`config.mk`:
```
export PLATFORM = sky130hd
export DESIGN_NAME = csv_record_tokenizer_flat
export DESIGN_NICKNAME = d
export VERILOG_FILES = /design/src/hw/rtl/csvt_pkg.sv /design/src/hw/rtl/csvt_ifs.sv /design/src/hw/rtl/csv_record_tokenizer.sv /design/src/hw/rtl/csvt_front.sv /design/src/hw/rtl/csvt_fifo.sv /design/src/hw/rtl/csvt_back.sv /design/src/flat_wrapper.sv
export SDC_FILE = /design/constraint.sdc
export NUM_CORES = 1
export LEC_CHECK = 0
export BUFFER_PORTS_ARGS = -buffer_cell sky130_fd_sc_hd__buf_2
export CORE_ASPECT_RATIO = 1.1
export CORE_MARGIN = 8
export CORE_UTILIZATION = 33
export CTS_CLUSTER_DIAMETER = 60
export CTS_CLUSTER_SIZE = 8
export DETAILED_ROUTE_END_ITERATION = 12
export MAX_ROUTING_LAYER = met4
export PLACE_DENSITY = 0.6
export SETUP_SLACK_MARGIN = 0.5
export SYNTH_ARGS = -nofsm -noshare
export SYNTH_HDL_FRONTEND = slang
export SYNTH_HIERARCHICAL = 1
export SYNTH_SLANG_ARGS = --single-unit
```
`constraint.sdc`:
```
create_clock -name clock -period 3.6 [get_ports clock]
set_input_delay 0.72 -clock clock [delete_from_list [all_inputs] [get_ports clock]]
set_output_delay 0.72 -clock clock [all_outputs]
set_load 0.02 [all_outputs]
```
`src/hw/rtl/csvt_pkg.sv`:
```
// shared constants and types for the csv record tokenizer
`timescale 1ns / 1ps
`default_nettype none
package csvt_pkg;

   // character codes
   localparam logic [7:0] CH_COMMA = 8'h2C;
   localparam logic [7:0] CH_QUOTE = 8'h22;
   localparam logic [7:0] CH_CR    = 8'h0D;
   localparam logic [7:0] CH_LF    = 8'h0A;

   // command codes
   localparam logic CMD_BYTE = 1'b0;
   localparam logic CMD_END  = 1'b1;

   // byte classes
   localparam logic [2:0] CLS_OTHER = 3'd0;
   localparam logic [2:0] CLS_COMMA = 3'd1;
   localparam logic [2:0] CLS_QUOTE = 3'd2;
   localparam logic [2:0] CLS_CR    = 3'd3;
   localparam logic [2:0] CLS_LF    = 3'd4;

   // lexer modes
   localparam logic [1:0] MODE_PLAIN   = 2'd0;
   localparam logic [1:0] MODE_QUOTED  = 2'd1;
   localparam logic [1:0] MODE_PENDING = 2'd2;

   // error codes
   localparam logic [1:0] ERR_NONE       = 2'd0;
   localparam logic [1:0] ERR_AFTER_QUOTE = 2'd1;
   localparam logic [1:0] ERR_OPEN_QUOTE = 2'd2;

   localparam int QUEUE_DEPTH = 4;

   typedef struct packed {
      logic       command;
      logic [2:0] cls;
      logic [7:0] text_byte;
   } entry_type;

   typedef struct packed {
      logic       byte_valid;
      logic [7:0] out_byte;
      logic       field_end;
      logic       record_end;
      logic [1:0] error_code;
   } result_type;

endpackage
`default_nettype wire

```
`src/hw/rtl/csvt_ifs.sv`:
```
// request and response channel interfaces
`timescale 1ns / 1ps
`default_nettype none
interface csvt_req_if;
   logic       valid;
   logic       ready;
   logic       command;
   logic [7:0] text_byte;

   modport source (output valid, output command, output text_byte, input ready);
   modport sink   (input valid, input command, input text_byte, output ready);
endinterface

interface csvt_rsp_if;
   logic       valid;
   logic       ready;
   logic       byte_valid;
   logic [7:0] out_byte;
   logic       field_end;
   logic       record_end;
   logic [1:0] error_code;

   modport source (output valid, output byte_valid, output out_byte, output field_end,
                   output record_end, output error_code, input ready);
   modport sink   (input valid, input byte_valid, input out_byte, input field_end,
                   input record_end, input error_code, output ready);
endinterface
`default_nettype wire

```
`src/hw/rtl/csv_record_tokenizer.sv`:
```
// csv record tokenizer: usage notes
// Input channel req_ch carries one transaction per byte of CSV text
// (command 0) or an end-of-input marker (command 1). The response
// channel rsp_ch gives at most one transaction per request: a content
// byte, a field end, a field and record end, or an error code.
// A request is classified on entry and written to a small queue; unless
// a response stalls, the lexer takes one entry per cycle and loads the
// response register. A response is registered: when nothing stalls, the
// queue takes a request at the accepting edge and the lexer loads the
// response register at the next. Throughput: one request per cycle,
// sustained, as long as rsp ready stays high.
// When the receiver stalls, the response register holds and the lexer
// stops; the queue (QUEUE_DEPTH entries) absorbs requests until full,
// then req ready drops.
// Synchronous reset clears the lexer state, the queue and the response
// register; no clearing pass follows, so requests are taken right away.
// End of input flushes a pending field or reports an open quote (nothing
// if an error is latched), then returns the lexer to its reset state.
`timescale 1ns / 1ps
`default_nettype none
module csv_record_tokenizer #(
   parameter int QUEUE_DEPTH = csvt_pkg::QUEUE_DEPTH
) (
   input  logic        clock,
   input  logic        reset,
   csvt_req_if.sink    req_ch,
   csvt_rsp_if.source  rsp_ch
);
   import csvt_pkg::*;

   logic      push_valid;
   logic      push_ready;
   entry_type push_data;
   logic      pop_valid;
   logic      pop_ready;
   entry_type pop_data;

   csvt_front u_front (
      .req_ch     (req_ch),
      .push_valid (push_valid),
      .push_ready (push_ready),
      .push_data  (push_data)
   );

   csvt_fifo #(
      .DEPTH (QUEUE_DEPTH)
   ) u_fifo (
      .clock      (clock),
      .reset      (reset),
      .push_valid (push_valid),
      .push_ready (push_ready),
      .push_data  (push_data),
      .pop_valid  (pop_valid),
      .pop_ready  (pop_ready),
      .pop_data   (pop_data)
   );

   csvt_back u_back (
      .clock     (clock),
      .reset     (reset),
      .pop_valid (pop_valid),
      .pop_ready (pop_ready),
      .pop_data  (pop_data),
      .rsp_ch    (rsp_ch)
   );

endmodule
`default_nettype wire

```
`src/hw/rtl/csvt_front.sv`:
```
// front end: accepts request transactions and classifies each byte
`timescale 1ns / 1ps
`default_nettype none
module csvt_front (
   csvt_req_if.sink           req_ch,
   output logic               push_valid,
   input  logic               push_ready,
   output csvt_pkg::entry_type push_data
);
   import csvt_pkg::*;

   logic [2:0] cls;

   always_comb begin
      unique case (req_ch.text_byte)
         CH_COMMA: cls = CLS_COMMA;
         CH_QUOTE: cls = CLS_QUOTE;
         CH_CR:    cls = CLS_CR;
         CH_LF:    cls = CLS_LF;
         default:  cls = CLS_OTHER;
      endcase
   end

   assign push_valid          = req_ch.valid;
   assign req_ch.ready        = push_ready;
   assign push_data.command   = req_ch.command;
   assign push_data.cls       = cls;
   assign push_data.text_byte = req_ch.text_byte;

endmodule
`default_nettype wire

```
`src/hw/rtl/csvt_fifo.sv`:
```
// short queue between the classifier and the lexer
`timescale 1ns / 1ps
`default_nettype none
module csvt_fifo #(
   parameter int DEPTH = csvt_pkg::QUEUE_DEPTH
) (
   input  logic                clock,
   input  logic                reset,
   input  logic                push_valid,
   output logic                push_ready,
   input  csvt_pkg::entry_type push_data,
   output logic                pop_valid,
   input  logic                pop_ready,
   output csvt_pkg::entry_type pop_data
);
   import csvt_pkg::*;

   localparam int AW = (DEPTH > 1) ? $clog2(DEPTH) : 1;
   localparam int CW = $clog2(DEPTH + 1);

   entry_type        store_ff [DEPTH];
   logic [AW-1:0]    wr_ptr_ff, wr_ptr_in;
   logic [AW-1:0]    rd_ptr_ff, rd_ptr_in;
   logic [CW-1:0]    count_ff, count_in;
   logic             push, pop;

   assign push_ready = (count_ff != CW'(DEPTH));
   assign pop_valid  = (count_ff != '0);
   assign pop_data   = store_ff[rd_ptr_ff];
   assign push       = push_valid && push_ready;
   assign pop        = pop_valid && pop_ready;

   always_comb begin
      wr_ptr_in = wr_ptr_ff;
      rd_ptr_in = rd_ptr_ff;
      count_in  = count_ff;
      if (push) begin
         wr_ptr_in = (wr_ptr_ff == AW'(DEPTH - 1)) ? '0 : wr_ptr_ff + AW'(1);
      end
      if (pop) begin
         rd_ptr_in = (rd_ptr_ff == AW'(DEPTH - 1)) ? '0 : rd_ptr_ff + AW'(1);
      end
      if (push && !pop) begin
         count_in = count_ff + CW'(1);
      end else if (pop && !push) begin
         count_in = count_ff - CW'(1);
      end
   end

   always_ff @(posedge clock) begin
      if (reset) begin
         wr_ptr_ff <= '0;
         rd_ptr_ff <= '0;
         count_ff  <= '0;
      end else begin
         wr_ptr_ff <= wr_ptr_in;
         rd_ptr_ff <= rd_ptr_in;
         count_ff  <= count_in;
      end
   end

   always_ff @(posedge clock) begin
      if (push) begin
         store_ff[wr_ptr_ff] <= push_data;
      end
   end

`ifndef SYNTHESIS
   a_count_bound: assert property (@(posedge clock) disable iff (reset)
      count_ff <= CW'(DEPTH))
      else $error("queue count above depth");
   a_count_track: assert property (@(posedge clock) disable iff (reset)
      (push && !pop) |=> (count_ff == $past(count_ff) + CW'(1)))
      else $error("queue count did not grow on push");
   a_ptr_match: assert property (@(posedge clock) disable iff (reset)
      (count_ff == '0) |-> (wr_ptr_ff == rd_ptr_ff))
      else $error("queue pointers differ while empty");
`endif

endmodule
`default_nettype wire

```
`src/hw/rtl/csvt_back.sv`:
```
// back end: lexer state machine and response output register
`timescale 1ns / 1ps
`default_nettype none
module csvt_back (
   input  logic                clock,
   input  logic                reset,
   input  logic                pop_valid,
   output logic                pop_ready,
   input  csvt_pkg::entry_type pop_data,
   csvt_rsp_if.source          rsp_ch
);
   import csvt_pkg::*;

   logic [1:0] mode_ff, mode_in;
   logic       acq_ff, acq_in;     // quoted field just closed
   logic       fhd_ff, fhd_in;     // field has data
   logic       rhf_ff, rhf_in;     // record has fields
   logic       cr_ff, cr_in;
   logic       err_ff, err_in;
   logic       out_valid_ff;
   result_type out_ff;
   result_type res;
   logic       res_valid;
   logic       take;
   logic       acq_eff;
   logic       is_sep;

   assign pop_ready = !out_valid_ff || rsp_ch.ready;
   assign take      = pop_valid && pop_ready;
   assign is_sep    = (pop_data.cls == CLS_COMMA) || (pop_data.cls == CLS_CR) ||
                      (pop_data.cls == CLS_LF);

   always_comb begin
      mode_in   = mode_ff;
      acq_in    = acq_ff;
      fhd_in    = fhd_ff;
      rhf_in    = rhf_ff;
      cr_in     = cr_ff;
      err_in    = err_ff;
      res       = '0;
      res_valid = 1'b0;
      acq_eff   = acq_ff;
      if (pop_data.command == CMD_END) begin
         if (!err_ff) begin
            if (mode_ff == MODE_QUOTED) begin
               res_valid      = 1'b1;
               res.error_code = ERR_OPEN_QUOTE;
            end else if (fhd_ff || rhf_ff) begin
               res_valid      = 1'b1;
               res.field_end  = 1'b1;
               res.record_end = 1'b1;
            end
         end
         mode_in = MODE_PLAIN;
         acq_in  = 1'b0;
         fhd_in  = 1'b0;
         rhf_in  = 1'b0;
         cr_in   = 1'b0;
         err_in  = 1'b0;
      end else if (err_ff) begin
         // bytes after an error are dropped until end of input
      end else if (cr_ff && (pop_data.cls == CLS_LF)) begin
         cr_in = 1'b0;
      end else begin
         cr_in = 1'b0;
         if (mode_ff == MODE_QUOTED) begin
            if (pop_data.cls == CLS_QUOTE) begin
               mode_in = MODE_PENDING;
            end else begin
               fhd_in       = 1'b1;
               res_valid    = 1'b1;
               res.byte_valid = 1'b1;
               res.out_byte = pop_data.text_byte;
            end
         end else if ((mode_ff == MODE_PENDING) && (pop_data.cls == CLS_QUOTE)) begin
            // doubled quote inside a quoted field
            mode_in        = MODE_QUOTED;
            fhd_in         = 1'b1;
            res_valid      = 1'b1;
            res.byte_valid = 1'b1;
            res.out_byte   = CH_QUOTE;
         end else begin
            if (mode_ff == MODE_PENDING) begin
               acq_eff = 1'b1;
               acq_in  = 1'b1;
            end
            mode_in = MODE_PLAIN;
            if (acq_eff && !is_sep) begin
               err_in         = 1'b1;
               res_valid      = 1'b1;
               res.error_code = ERR_AFTER_QUOTE;
            end else if ((pop_data.cls == CLS_QUOTE) && !fhd_ff && !acq_eff) begin
               mode_in = MODE_QUOTED;
            end else if (pop_data.cls == CLS_COMMA) begin
               fhd_in        = 1'b0;
               acq_in        = 1'b0;
               rhf_in        = 1'b1;
               res_valid     = 1'b1;
               res.field_end = 1'b1;
            end else if ((pop_data.cls == CLS_CR) || (pop_data.cls == CLS_LF)) begin
               fhd_in         = 1'b0;
               acq_in         = 1'b0;
               rhf_in         = 1'b0;
               cr_in          = (pop_data.cls == CLS_CR);
               res_valid      = 1'b1;
               res.field_end  = 1'b1;
               res.record_end = 1'b1;
            end else begin
               fhd_in         = 1'b1;
               res_valid      = 1'b1;
               res.byte_valid = 1'b1;
               res.out_byte   = pop_data.text_byte;
            end
         end
      end
   end

   always_ff @(posedge clock) begin
      if (reset) begin
         mode_ff      <= MODE_PLAIN;
         acq_ff       <= 1'b0;
         fhd_ff       <= 1'b0;
         rhf_ff       <= 1'b0;
         cr_ff        <= 1'b0;
         err_ff       <= 1'b0;
         out_valid_ff <= 1'b0;
      end else begin
         if (take) begin
            mode_ff <= mode_in;
            acq_ff  <= acq_in;
            fhd_ff  <= fhd_in;
            rhf_ff  <= rhf_in;
            cr_ff   <= cr_in;
            err_ff  <= err_in;
         end
         if (take && res_valid) begin
            out_valid_ff <= 1'b1;
         end else if (rsp_ch.ready) begin
            out_valid_ff <= 1'b0;
         end
      end
   end

   always_ff @(posedge clock) begin
      if (take && res_valid) begin
         out_ff <= res;
      end
   end

   assign rsp_ch.valid      = out_valid_ff;
   assign rsp_ch.byte_valid = out_ff.byte_valid;
   assign rsp_ch.out_byte   = out_ff.out_byte;
   assign rsp_ch.field_end  = out_ff.field_end;
   assign rsp_ch.record_end = out_ff.record_end;
   assign rsp_ch.error_code = out_ff.error_code;

`ifndef SYNTHESIS
   a_rend_with_fend: assert property (@(posedge clock) disable iff (reset)
      (out_valid_ff && out_ff.record_end) |-> out_ff.field_end)
      else $error("record end without field end");
   a_error_alone: assert property (@(posedge clock) disable iff (reset)
      (out_valid_ff && (out_ff.error_code != ERR_NONE)) |->
      (!out_ff.byte_valid && !out_ff.field_end && (out_ff.out_byte == 8'h00)))
      else $error("error transaction carries other fields");
   a_hold_stalled: assert property (@(posedge clock) disable iff (reset)
      (out_valid_ff && !rsp_ch.ready) |=> (out_valid_ff && $stable(out_ff)))
      else $error("stalled response changed");
   a_silent_after_error: assert property (@(posedge clock) disable iff (reset)
      (take && err_ff && (pop_data.command == CMD_BYTE)) |-> !res_valid)
      else $error("result produced after error");
`endif

endmodule
`default_nettype wire

```
`src/flat_wrapper.sv`:
```
// flat-port wrapper written by rule: the top's interface ports become plain ports
module csv_record_tokenizer_flat import csvt_pkg::*;
#(
   parameter int QUEUE_DEPTH = csvt_pkg::QUEUE_DEPTH
)
  (clock, reset, req_ch_valid, req_ch_command, req_ch_text_byte, req_ch_ready, rsp_ch_valid, rsp_ch_byte_valid, rsp_ch_out_byte, rsp_ch_field_end, rsp_ch_record_end, rsp_ch_error_code, rsp_ch_ready);
  csvt_req_if req_ch_i ();
  csvt_rsp_if rsp_ch_i ();
  input  logic clock;
  input  logic reset;
  input wire logic [$bits(req_ch_i.valid)-1:0] req_ch_valid;
  input wire logic [$bits(req_ch_i.command)-1:0] req_ch_command;
  input wire logic [$bits(req_ch_i.text_byte)-1:0] req_ch_text_byte;
  output wire logic [$bits(req_ch_i.ready)-1:0] req_ch_ready;
  output wire logic [$bits(rsp_ch_i.valid)-1:0] rsp_ch_valid;
  output wire logic [$bits(rsp_ch_i.byte_valid)-1:0] rsp_ch_byte_valid;
  output wire logic [$bits(rsp_ch_i.out_byte)-1:0] rsp_ch_out_byte;
  output wire logic [$bits(rsp_ch_i.field_end)-1:0] rsp_ch_field_end;
  output wire logic [$bits(rsp_ch_i.record_end)-1:0] rsp_ch_record_end;
  output wire logic [$bits(rsp_ch_i.error_code)-1:0] rsp_ch_error_code;
  input wire logic [$bits(rsp_ch_i.ready)-1:0] rsp_ch_ready;
  assign req_ch_i.valid = req_ch_valid;
  assign req_ch_i.command = req_ch_command;
  assign req_ch_i.text_byte = req_ch_text_byte;
  assign req_ch_ready = req_ch_i.ready;
  assign rsp_ch_valid = rsp_ch_i.valid;
  assign rsp_ch_byte_valid = rsp_ch_i.byte_valid;
  assign rsp_ch_out_byte = rsp_ch_i.out_byte;
  assign rsp_ch_field_end = rsp_ch_i.field_end;
  assign rsp_ch_record_end = rsp_ch_i.record_end;
  assign rsp_ch_error_code = rsp_ch_i.error_code;
  assign rsp_ch_i.ready = rsp_ch_ready;
  csv_record_tokenizer #(.QUEUE_DEPTH(QUEUE_DEPTH)) u_core (.clock(clock), .reset(reset), .req_ch(req_ch_i), .rsp_ch(rsp_ch_i));
endmodule
```
==> flow_summary.yaml <==
worst_setup_path:
  criticalPathCategory: "register to register"
  slowest_delay_ns: 0.63
  critical-path-slowest-cell: "mux4_2"
  required_ns: 3.80
  ff2ff_path_depth: 7
  crit_path_start_kind: "register"
  arrival_ns: 2.81
  cp-end-kind: "register"
  path_max_fanout: 12
  crit_chain: "buf_4 -> mux4_2 -> nor3b_4 -> a2111oi_1 -> o21ai_0 -> nor2_1 -> and2_1"
routing:
  first_pass_iters: 4
  vias: 2037
  ant_nets: 0
  post_drt_wl_per_cell_um: 15.0
  viasPerCell: 4.83
  drc: 0
  drt-initial-drc-count: 136
  drt-total-wl_um: 6340
power:
  p_clk_frac: 0.265
  p_int_mw: 2.21
  ir_worst_vdd_uv: 272
  combPwrFrac: 0.344
  swShare: 0.336
  power.switching_mw: 1.12
  power_leakage_nw: 1.41
  pwr-share-seq: 0.391
  power.density_nw_per_um2: 828
layout:
  area_growth_pct: 14.4
  layout.nets: 294
  nFillCells: 987
  finalInstanceArea_um2: 4030
  layout-drive-gt1-share: 0.258
  num_antenna_cells: 0
global_route:
  grt_max_degree: 18
  grt_pass1_vias: 2122
  antenna_found_initial: 0
  globalRouteTotalUtil: 0.0975
  grt_pass1_wl_um: 10500
  overflow: 0
sta:
  hold_viol_final: 0
  fin_setup_tns_ns: 0
  rsz0062_at_grt: "false"
  setup_viol: 0
  period_needed_ns: 2.61
  max_freq_mhz: 383
  final_max_slew_viol_count: 0
  slew-limit-headroom: 0.618
  fin_crit_sh: 0.726
  skew_ns: 0.00613
  worst_pin_slew_ns: 0.573
  layout_setup_ws_ns: 0.988
clock_tree:
  hold_buffers: 0
  cts_buffers: 9
  cts.clk_slew.worst_paths_ns: 0.06
  ctsHtreeMaxLevel: 3
  cts_resized: 0
  cts_tree: "done"
  cts_sinks: 78
  clockRootBuffer: "clkbuf_16"
  post_cts_buffers: 0
  clk_latency_ns: 0.33
  clock_path_buffers: 2
yosys:
  postSynthCellCount: 253
  async_flop_share: 0
  synthesis.area_um2: 3520
  ys_types: 55
  synth-seq-cells: 78
  syn_area_per_cell_um2: 13.9
  synth_flop_cell: "edfxtp_1"
  synth-edff-count: 61
  yosysSeqAreaShare: 0.617
  synth_warnings: 6
  syn_nets: 273
place:
  routabilityCongestion: 0.835
  place_area_um2: 3730
  dp_slack_ns: 0.895
  numPortBuffers: 27
  hpwl_um: 4440
floorplan:
  core-area_um2: 10400
  start_util: 0.339
  num_io_pins: 28
  fp.dieW_um: 114
  die_y_um: 124
  dieArea_um2: 14200
  core.rowCount: 39
job:
  cap_violations: 0
hold_path:
  min_path_type: "register to register"
  hold_depth: 2
run_status:
  status: "finished, final reports clean"
-- cells in the final DEF (no fill, tap or decap), types with 8 or more instances in the layout --
cell type / count
a21oi_1: 12
and2_1: 8
buf_2: 27
clkbuf_16: 9
dfxtp_1: 17
edfxtp_1: 61
inv_1: 8
mux4_2: 12
nand2_1: 9
nor2_1: 16
-- cell type report --
class                      count  area (µm²)  area share
multi-input combinational    148        1200       0.297
timing repair buffer          29         150      0.0373
sequential                    78        2170       0.539
tap                          143         179      0.0444
clock buffer                   9         225      0.0559
inverter                       8        30.0     0.00746
clock inverter                 7        72.6      0.0180
-- cell families after synthesis --
family / after synthesis / share of synthesized area
muxes: 16 / 0.0882
xor gates and xnor gates: 3 / 0.00747
buffers and inverters: 27 / 0.0427
DFF: 78 / 0.617
AOI/OAI and AO/OA: 41 / 0.0764
adders and majority gates: 7 / 0.0270
and+or+nand+nor: 81 / 0.141
-- metrics by stage --
step           std cells  power (mW)  utilization  hold WS (ns)
2_1_floorplan        253        2.19            -         0.443
3_3_place_gp         406        2.47        0.359         0.469
3_5_place_dp         406        2.49        0.359         0.464
4_1_cts              422        3.38        0.387         0.473
5_1_grt              422        3.55        0.387         0.508
6_report             422        3.33        0.387         0.474
-- metal layers --
| layer | wire, µm | up-vias | GRT usage |
|---|---|---|---|
| met1 | 2710 | 993 | 0.106 |
| met2 | 3220 | 43 | 0.159 |
| met4 | 133 | 0 | 0.0518 |
| met5 | 0 | - | - |
| met3 | 282 | 10 | 0.0262 |
| li1 | - | 991 | - |
-- Yosys cell counts (2+ instances only) --
master    number  share of area
o21ai_1        3         0.0043
a21o_1         2         0.0043
or3_1          2         0.0036
mux2i_1        4          0.011
dfxtp_1       17          0.097
buf_4         12          0.026
edfxtp_1      61           0.52
or4_1          3         0.0064
mux4_2        12          0.077
o21ai_0        7          0.010
or3_2          2         0.0043
xor2_1         3         0.0075
a21oi_2        2         0.0050
a211oi_1       2         0.0043
and3_2         4         0.0085
a31oi_1        3         0.0053
clkbuf_1       2         0.0021
nand2_1        9         0.0096
buf_1          2         0.0021
and2_1         8          0.014
o21a_1         2         0.0043
inv_1          8         0.0085
nor2b_1        3         0.0053
nand2b_1       7          0.012
nor2_1        16          0.017
nor3_1         3         0.0043
nand3_1        7          0.010
ha_1           6          0.021
a21oi_1       12          0.017
o31ai_1        2         0.0043
buf_2          2         0.0028
or3b_1         2         0.0050
-- flip-flops by register name, indices dropped and copies added (netlist names), 2 cells and up, named ones only --
name,count
u_core/u_back/rsp_ch.error_code,2
u_core/u_fifo/count_ff,3
u_core/u_back/mode_ff,2
u_core/u_fifo/rd_ptr_ff,2
u_core/u_fifo/store_ff,48
u_core/u_fifo/wr_ptr_ff,2
u_core/u_back/rsp_ch.out_byte,8
-- power by group through the flow --
stage / clock network, mW / registers [mW] / logic (mW)
4_1_cts: 0.908 / 1.31 / 1.16
2_1_floorplan: 0 / 1.40 / 0.790
3_5_place_dp: 0 / 1.33 / 1.16
6_report: 0.885 / 1.30 / 1.15
3_3_place_gp: 0 / 1.32 / 1.15
5_1_grt: 0.946 / 1.33 / 1.28
-- path summary, 6_finish.rpt --
check                       start                               end  slack [ns]
min          u_core/u_back/rhf_ff              u_core/u_back/rhf_ff        0.47
max reg2reg              register  u_core/u_back/rsp_ch.out_byte[3]        0.99
max                      register  u_core/u_back/rsp_ch.out_byte[3]        0.99
min reg2reg  u_core/u_back/rhf_ff              u_core/u_back/rhf_ff        0.47
-- critical path: cells and delay by family (launching register included) --
| family | cells | cell delay [ns] |
|---|---|---|
| AND/OR/NAND/NOR | 3 | 0.67 |
| buffers and inverters | 1 | 0.25 |
| AO/OA/AOI/OAI | 2 | 0.62 |
| multiplexers | 1 | 0.63 |
| flip-flops | 1 | 0.30 |
(Power assumes the default switching activity.)
